==> config.mk <==
export PLATFORM = sky130hd
export DESIGN_NAME = lafd_div
export DESIGN_NICKNAME = d
export VERILOG_FILES = /design/src/rtl/lafd_div.sv
export SDC_FILE = /design/constraint.sdc
export NUM_CORES = 1
export LEC_CHECK = 0
export BUFFER_PORTS_ARGS = -buffer_cell sky130_fd_sc_hd__buf_4
export CAP_MARGIN = 20
export CORE_AREA = 2 2 39 41
export DETAILED_ROUTE_END_ITERATION = 16
export DIE_AREA = 0 0 41 43
export REMOVE_ABC_BUFFERS = 1
export SLEW_MARGIN = 0
export SYNTH_ARGS = -nofsm -noshare
export SYNTH_HDL_FRONTEND = slang
export SYNTH_SLANG_ARGS = --single-unit
==> constraint.sdc <==
create_clock -name clk -period 0.8 [get_ports clk]
set_clock_uncertainty 0.15 [all_clocks]
set_input_delay 0.12 -clock clk [delete_from_list [all_inputs] [get_ports clk]]
set_output_delay 0.12 -clock clk [all_outputs]
set_load 0.05 [all_outputs]
==> src/rtl/lafd_div.sv <==
`timescale 1ns / 1ps
`default_nettype none

module lafd_div #(
	parameter int DIVISOR = 8,
	parameter int IN_W    = 17
) (
	input  wire logic            clk,
	input  wire logic [IN_W-1:0] x,
	output logic      [IN_W-1:0] q_s1
);

	// Reciprocal scaled so that the truncated product is exact over the input range.
	localparam int SHIFT  = IN_W + 5;
	localparam int PROD_W = IN_W + SHIFT + 1;
	localparam logic [SHIFT:0] RECIP = (SHIFT+1)'((2**SHIFT + DIVISOR - 1) / DIVISOR);

	logic [PROD_W-1:0] prod;

	// Multiply by the reciprocal.
	always_comb begin
		prod = PROD_W'(x) * PROD_W'(RECIP);
	end

	// Register the quotient.
	always_ff @(posedge clk) begin
		q_s1 <= prod[SHIFT+IN_W-1:SHIFT];
	end

endmodule

`default_nettype wire

Yosys cells after proc, flatten, opt, wreduce, memory -nomap -nowiden
Index checks and enable logic that the tools add are counted.
{"block": "word_totals", "reg_bits": 14, "inputBits": 18}

Logic depth before layout (Yosys ltp)
Gate-level depths: netlist of the first run.
{"block": "logic_depth", "word_depth": 0, "ltp_mapped": 1, "ltp_nobuf": 0}

Worst setup path after synthesis of the first run
No wires, ideal clock.
{"block": "synth_path", "path_type": "register -> output", "startpoint": "reg q_s1[0]", "endpoint": "out q_s1[0]", "t_arrival_ns": 0.587, "t_required_ns": 0.530, "setup_slack_ns": -0.057, "stages_incl_launch_ff": 1, "path_buffers": 0, "path_cell_list": "dfxtp_1"}
{"element": "start: declaration", "line": "10", "text": "output logic [IN_W-1:0] q_s1"}
{"element": "start signal: assignment", "line": "27", "text": "q_s1 <= prod[SHIFT+IN_W-1:SHIFT];"}
No word-level cell between the ends.

Final worst setup path of the first run
{"block": "layout_path", "startpoint": "reg q_s1[7]", "endpoint": "out q_s1[7]"}
No word-level cell between the ends.

==> results of run 1 <==
layer usage:
metal,vias up,share of wire,wire (µm),global-route usage
met5,-,0,0,0
met4,0,0.024,22,0.1200
met2,25,0.54,493,0.1938
met3,2,0.13,116,0.02618
met1,112,0.31,280,0.07869
li1,137,-,-,-
through the flow:
stage | instances | TNS, ns | cell area, µm²
floorplan | 17 | -0.8026 | 291.5
global placement | 61 | 0 | 521.8
detailed placement | 61 | 0 | 521.8
CTS | 79 | -3.203 | 794.5
global route | 79 | -3.643 | 817.0
finish | 79 | -3.172 | 817.0
power breakdown:
part	internal [mW]	switching, mW	total (mW)	leakage (nW)
logic	0.182	0.196	0.379	0.238
registers	0.742	0.0246	0.767	0.118
clock network	0.277	0.226	0.502	0.0210
timing repair:
action | 4_1_cts | 5_1_grt
setup buffers | 0 | 0
resized for setup | 35 | 6
setup endpoints to repair | 14 | 14
hold buffers | 14 | 0
endpoints found under the hold margin | 14 | 0
cells in the final DEF, fill, tap and decap left out, drive strengths merged:
master	count
conb	3
dfxtp	14
clkbuf	4
dlygate4sd3	14
buf	28
cell type report:
cell class                      instances  area, µm²  share of cell area
Timing Repair Buffer                   42      451.7              0.5528
Sequential cell                        14      297.8              0.3645
Clock buffer                            4      36.28             0.04441
Tap cell                               16      20.02             0.02450
Multi-Input combinational cell          3      11.26             0.01378
logic make-up after synthesis:
group	Yosys count	share of synthesized area
buf+inv	3	0.07346
flops	14	0.9143
other cells	1	0.01223
how the worst min path moves through the flow:
stage                           end  slack [ns]  cells after the start
global route        q_s1[0]$_DFF_P_        0.32                      2
detailed placement  q_s1[6]$_DFF_P_        0.08                      1
CTS                 q_s1[0]$_DFF_P_        0.32                      2
floorplan           q_s1[0]$_DFF_P_      -0.002                      0
global placement    q_s1[3]$_DFF_P_        0.07                      1
finish              q_s1[0]$_DFF_P_        0.32                      2
==> impl_summary.log, run 1 <==
[metrics] Max clock buf depth: 2
[metrics] proportion of layout cells with a drive suffix above 1: 0.7302
[metrics] drt pass-1 iters: 1
[metrics] worst setup path startpoint: q_s1[7]$_DFF_P_
[metrics] leakage power summed over all cells: 0.3772 nW
[metrics] Residual DRC: 0
[metrics] minimum setup slack after placement: 0.02555 ns
[metrics] dominant cell type by area after synthesis: dfxtp_1
[metrics] largest register by flop count: q_s1
[metrics] P per Cell Area: 2016 mW/mm²
[metrics] required time reported for the critical path endpoint: 0.53 ns
[metrics] number of antenna violations at the first check in global routing: 0
[metrics] TritonCTS Buffers: 3
[metrics] signal arrival time at the worst endpoint: 0.77 ns
[metrics] FFs w/ async S/R, synth: 0
[metrics] number of enable flip-flop cells after synthesis: 0
[metrics] number of port buffers: 28
[metrics] worst hold start: x[3]
[metrics] pin count of the biggest net entering global routing: 9
[metrics] end of the critical path: q_s1[7]
[metrics] count of final hold-check violations: 0
[metrics] total congestion overflow after global routing: 0
[metrics] critical path buffer and inverter count: 1
[metrics] cell with the most instances after synthesis: dfxtp_1
[metrics] registers with the most flip-flops: q_s1 x14
[metrics] slowest cell delay on critical path: 0.35 ns
[metrics] number of flip-flops in the largest register: 14
[metrics] critical path class: register to output port
[metrics] Post-DRT Antenna Nets: 0
[metrics] Filler Cells Inserted: 106
[metrics] die footprint: 0.001763 mm²
[metrics] final setup slack of the worst path: -0.2384 ns
[metrics] I/O pin count: 35
[metrics] utilization after layout: 0.5904
[metrics] sequential cell area fraction in the yosys report: 0.9143
[metrics] via total after detailed routing: 276
[metrics] clock tree from TritonCTS: built
[metrics] chip width: 41 µm
[metrics] endpoints failing setup: 14
[metrics] number of synthesized register bits: 14
[metrics] Peak supply drop: around 0.0011 V
[metrics] final worst path period need: 1.038 ns
[metrics] wire length after detailed routing: about 910 µm
[metrics] deepest level of the CTS H-tree: 1
[metrics] detailed router's first-iteration violation count: 0
[metrics] Hold Crit Class: primary input to register
[metrics] Top FF cell, synth: dfxtp_1
[metrics] final period utilization: 1.298
[metrics] fraction of post-synthesis cell area in the top cell type by area: 0.9143
[metrics] Slew Viols, Final: 0
[metrics] CP Cell Sequence: buf_8
[metrics] Crit path depth: 1
[metrics] weighted congestion reported at the end of routability-driven placement: between 0.5 and 0.6
[metrics] maximum clock frequency: around 960 MHz
[metrics] synthesis-to-layout area growth: 166.5%
[metrics] TritonCTS Sinks: 14
[metrics] power consumption: 1.648 mW
[metrics] commonest cells in the synthesized netlist: 14 x dfxtp_1, 3 x buf_4, 1 x conb_1
[metrics] kind of end point of the critical path: output port
[metrics] synthesized area: 306.5 µm²
[metrics] count of standard-cell rows: 14
[metrics] worst-case hold slack: between 0.3 and 0.4 ns
[metrics] nature of the critical path startpoint: register
[metrics] Yosys warning total: 0
[metrics] maximum fanout along the worst path: 1
[metrics] post-DR wirelength/cell: between 10 and 15 µm
[metrics] outcome: complete, but fails checks
[metrics] initial standard-cell utilization of the core: 0.2215
[metrics] Vias/cell: ~3.5
[metrics] first-pass GRT wire length: between 1 and 1.5 mm
[metrics] final antenna diode count: 0
[metrics] clock-pin slew of the registers on the worst-case setup and hold paths: 0.09 ns
[metrics] Avg Synthesized Cell Area: between 15 and 20 µm²
[metrics] violations in the final reports: negative setup slack
[metrics] net count reported at finish: 82
[metrics] unrepaired setup endpoints after global routing: true
[metrics] chip height: around 43 µm
[metrics] cell type group with the largest total delay on the critical path: flip-flops
[metrics] biggest area contributors in the synthesized netlist: dfxtp_1 91%, buf_4 7.3%, conb_1 1.2%
[metrics] placeable core area: roughly 0.0014 mm²
[metrics] clock root buffer: clkbuf_4
[metrics] combined global-route utilization of all metal layers: 0.1101
[metrics] # Max-Cap Violations: 0
[metrics] via count of the first global-routing pass: around 260
[metrics] number of standard cells after synthesis: 18
[metrics] slowest stage cell, crit path: dfxtp_2
[metrics] count of different cell masters after synthesis: 3
(Power assumes the default switching activity.)
==> inputs of run 2 (changes only) <==
Settings changed: BUFFER_PORTS_ARGS -buffer_cell sky130_fd_sc_hd__buf_4 to default, CELL_PAD_IN_SITES_DETAIL_PLACEMENT from default to 1, CELL_PAD_IN_SITES_GLOBAL_PLACEMENT from default to 1, DONT_BUFFER_PORTS from default to 1, PLACE_DENSITY_LB_ADDON from default to 0.1.
==> run 2 against run 1 <==
Net effect:
- the flow still finishes with violations (negative setup slack)
- sequential cell count did not move
- critical path depth did not move
- global-route usage shrank 1.2 points
- first-iteration DRC count unchanged
- via count is 18% lower
- hold slack got worse by 0.081 ns
- routed wire length shrank 23%
- clock power is 3% lower
- utilization fell by 2.3 points
- non-clock buffer count down 14
- combinational power fell by 3%
- critical endpoint is now q_s1[4]
- largest power group unchanged
==> impl_summary.log, run 2 (synthesis gave the netlist of run 1 again) <==
[metrics] weighted congestion reported at the end of routability-driven placement: 0.5309 (+3.1%)
[metrics] required time reported for the critical path endpoint: 0.53 ns (about the same)
[metrics] post-route setup TNS: -3.049 ns (+0.1231 ns)
[metrics] detailed router's first-iteration violation count: 0 (unchanged)
[metrics] maximum fanout along the worst path: 1 (unchanged)
[metrics] clock tree from TritonCTS: built
[metrics] worst setup path startpoint: q_s1[4]$_DFF_P_
[metrics] critical path buffer and inverter count: 1 (unchanged)
[metrics] final antenna diode count: 0 (unchanged)
[metrics] Hold Crit Class: primary input to register
[metrics] slowest cell delay on critical path: 0.35 ns (about the same)
[metrics] total congestion overflow after global routing: 0 (unchanged)
[metrics] leakage power summed over all cells: 0.3390 nW (-10%)
[metrics] met3 track demand over resource: 0.1047 (+0.07853)
[metrics] P per Cell Area: 2070 mW/mm² (+2.7%)
[metrics] cell type group with the largest total delay on the critical path: flip-flops
[metrics] endpoints failing setup: 14 (unchanged)
[metrics] CP Cell Sequence: buf_12
[metrics] registers with the most flip-flops: q_s1 x14
[metrics] chip width: 41 µm (unchanged)
[metrics] slowest stage cell, crit path: dfxtp_2
[metrics] proportion of layout cells with a drive suffix above 1: 0.6531 (-0.07710)
[metrics] proportion of power drawn by combinational gates: 0.226 (-0.004)
[metrics] clock-pin slew of the registers on the worst-case setup and hold paths: 0.08 ns (about the same)
[metrics] via count of the first global-routing pass: 258 (-0.39%)
[metrics] Peak supply drop: 0.001074 V (+0.90%)
[metrics] TritonCTS Buffers: 3 (unchanged)
[metrics] via total after detailed routing: 226 (-18%)
[metrics] count of standard-cell rows: 14 (unchanged)
[metrics] chip height: 43 µm (unchanged)
[metrics] internal power summed over all cells: 1.202 mW (about the same)
[metrics] drt pass-1 iters: 1 (unchanged)
[metrics] utilization after layout: 0.5678 (-0.02260)
[metrics] commonest cells after routing, fill and taps aside: 14 x dlygate4sd3_1, 14 x buf_12, 14 x dfxtp_2, 3 x conb_1, 3 x clkbuf_4
[metrics] sequential share of power: 0.475 (+0.010)
[metrics] net count reported at finish: 68 (-17%)
[metrics] TritonCTS Sinks: 14 (unchanged)
[metrics] violations in the final reports: negative setup slack
[metrics] # Max-Cap Violations: 0 (unchanged)
[metrics] switching share of power: 0.2612 (-0.009749)
[metrics] DPL Wire Length: 515.9 µm
[metrics] number of flip-flops in the largest register: 14 (unchanged)
[metrics] count of final hold-check violations: 0 (unchanged)
[metrics] minimum setup slack after placement: 0.03492 ns (+0.009368 ns)
[metrics] placeable core area: 0.001384 mm² (unchanged)
[metrics] Crit path depth: 1 (unchanged)
[metrics] end of the critical path: q_s1[4]
[metrics] synthesis-to-layout area growth: 156.3%
[metrics] number of port buffers: 0 (-100%)
[metrics] largest register by flop count: q_s1
[metrics] final setup slack of the worst path: -0.2260 ns (+0.01241 ns)
[metrics] combined global-route utilization of all metal layers: 0.09859 (-0.01151)
[metrics] portion of total power attributed to the clock network: 0.299 (-0.006)
[metrics] number of antenna violations at the first check in global routing: 0 (unchanged)
[metrics] signal arrival time at the worst endpoint: 0.76 ns (about the same)
[metrics] critical path class: register to output port
[metrics] met2 global-route usage: 0.1563 (-0.03750)
[metrics] Vias/cell: 3.477 (-0.48%)
[metrics] clock root buffer: clkbuf_4
[metrics] Filler Cells Inserted: 126 (+19%)
[metrics] Post-DRT Antenna Nets: 0 (unchanged)
[metrics] grt peak-use layer: met2
[metrics] nature of the critical path startpoint: register
[metrics] wire length after detailed routing: 698 µm (-23%)
[metrics] final period utilization: 1.282 (-0.01551)
[metrics] maximum clock frequency: 974.7 MHz (+1.2%)
[metrics] Residual DRC: 0 (unchanged)
[metrics] initial standard-cell utilization of the core: 0.2215 (unchanged)
[metrics] post-DR wirelength/cell: 10.74 µm (-7.0%)
[metrics] first-pass GRT wire length: 1.041 mm (-5.7%)
[metrics] kind of end point of the critical path: output port
[metrics] I/O pin count: 35 (unchanged)
[metrics] pin count of the biggest net entering global routing: 9 (unchanged)
[metrics] Cells after DPL: 47 (-23%)
[metrics] switching power of the nets: 0.4250 mW (-4.8%)
[metrics] worst-case hold slack: 0.2418 ns (-0.08148 ns)
[metrics] final worst path period need: 1.026 ns (-0.01241 ns)
[metrics] deepest level of the CTS H-tree: 1 (unchanged)
[metrics] Slew Viols, Final: 0 (unchanged)
[metrics] Max clock buf depth: 2 (unchanged)
[metrics] unrepaired setup endpoints after global routing: true
[metrics] die footprint: 0.001763 mm² (unchanged)
[metrics] post-CTS setup buffers: 0 (unchanged)
[metrics] outcome: complete, but fails checks
[metrics] Post-Layout Cell Count: 65 (-18%)
[metrics] met1 routing resource usage after global routing: 0.07120 (-0.007491)
[run 2: worst min path at each step]
| stage | depth (start not counted) | slack, ns | from | endpoint |
|---|---|---|---|---|
| finish | 1 | 0.24 | x[12] | q_s1[9]$_DFF_P_ |
| global route | 1 | 0.22 | x[13] | q_s1[10]$_DFF_P_ |
| CTS | 1 | 0.23 | x[13] | q_s1[10]$_DFF_P_ |
| detailed placement | 0 | -0.002 | x[15] | q_s1[12]$_DFF_P_ |
| global placement | 0 | -0.002 | x[4] | q_s1[1]$_DFF_P_ |
| floorplan | 0 | -0.002 | x[3] | q_s1[0]$_DFF_P_ |
[run 2: repair_timing]
action | in CTS | in global routing
gates resized for setup | 14 | 0
hold buffers | 14 | 0
endpoints found under the hold margin | 14 | 0
setup endpoints to repair | 14 | 14
[run 2: final cells by class]
cell class,instances,area [µm²],share of cell area
Tap cell,16,20.02,0.02548
Multi-Input combinational cell,3,11.26,0.01433
Sequential cell,14,297.8,0.3790
Timing Repair Buffer,28,420.4,0.5350
Clock buffer,4,36.28,0.04618
[run 2: metrics by stage]
step / area [µm²] / power (mW)
final: 785.8 / 1.627
after global routing: 785.8 / 1.700
after CTS: 785.8 / 1.656
after detailed placement: 591.8 / 1.098
after global placement: 591.8 / 1.096
after floorplan: 291.5 / 0.9237
[run 2: power by group through the flow]
stage / sequential (mW) / clock [mW] / combinational (mW)
final: 0.773 / 0.486 / 0.368
after global routing: 0.778 / 0.544 / 0.378
after CTS: 0.775 / 0.511 / 0.370
after detailed placement: 0.783 / 0 / 0.315
after global placement: 0.781 / 0 / 0.316
after floorplan: 0.893 / 0 / 0.0304
[run 2: metal layers]
layer	up-vias	wire length, µm	share of wire
li1	109	-	-
met1	103	211	0.30
met2	14	404	0.58
met3	0	81	0.12
met4	0	0	0
met5	-	0	0
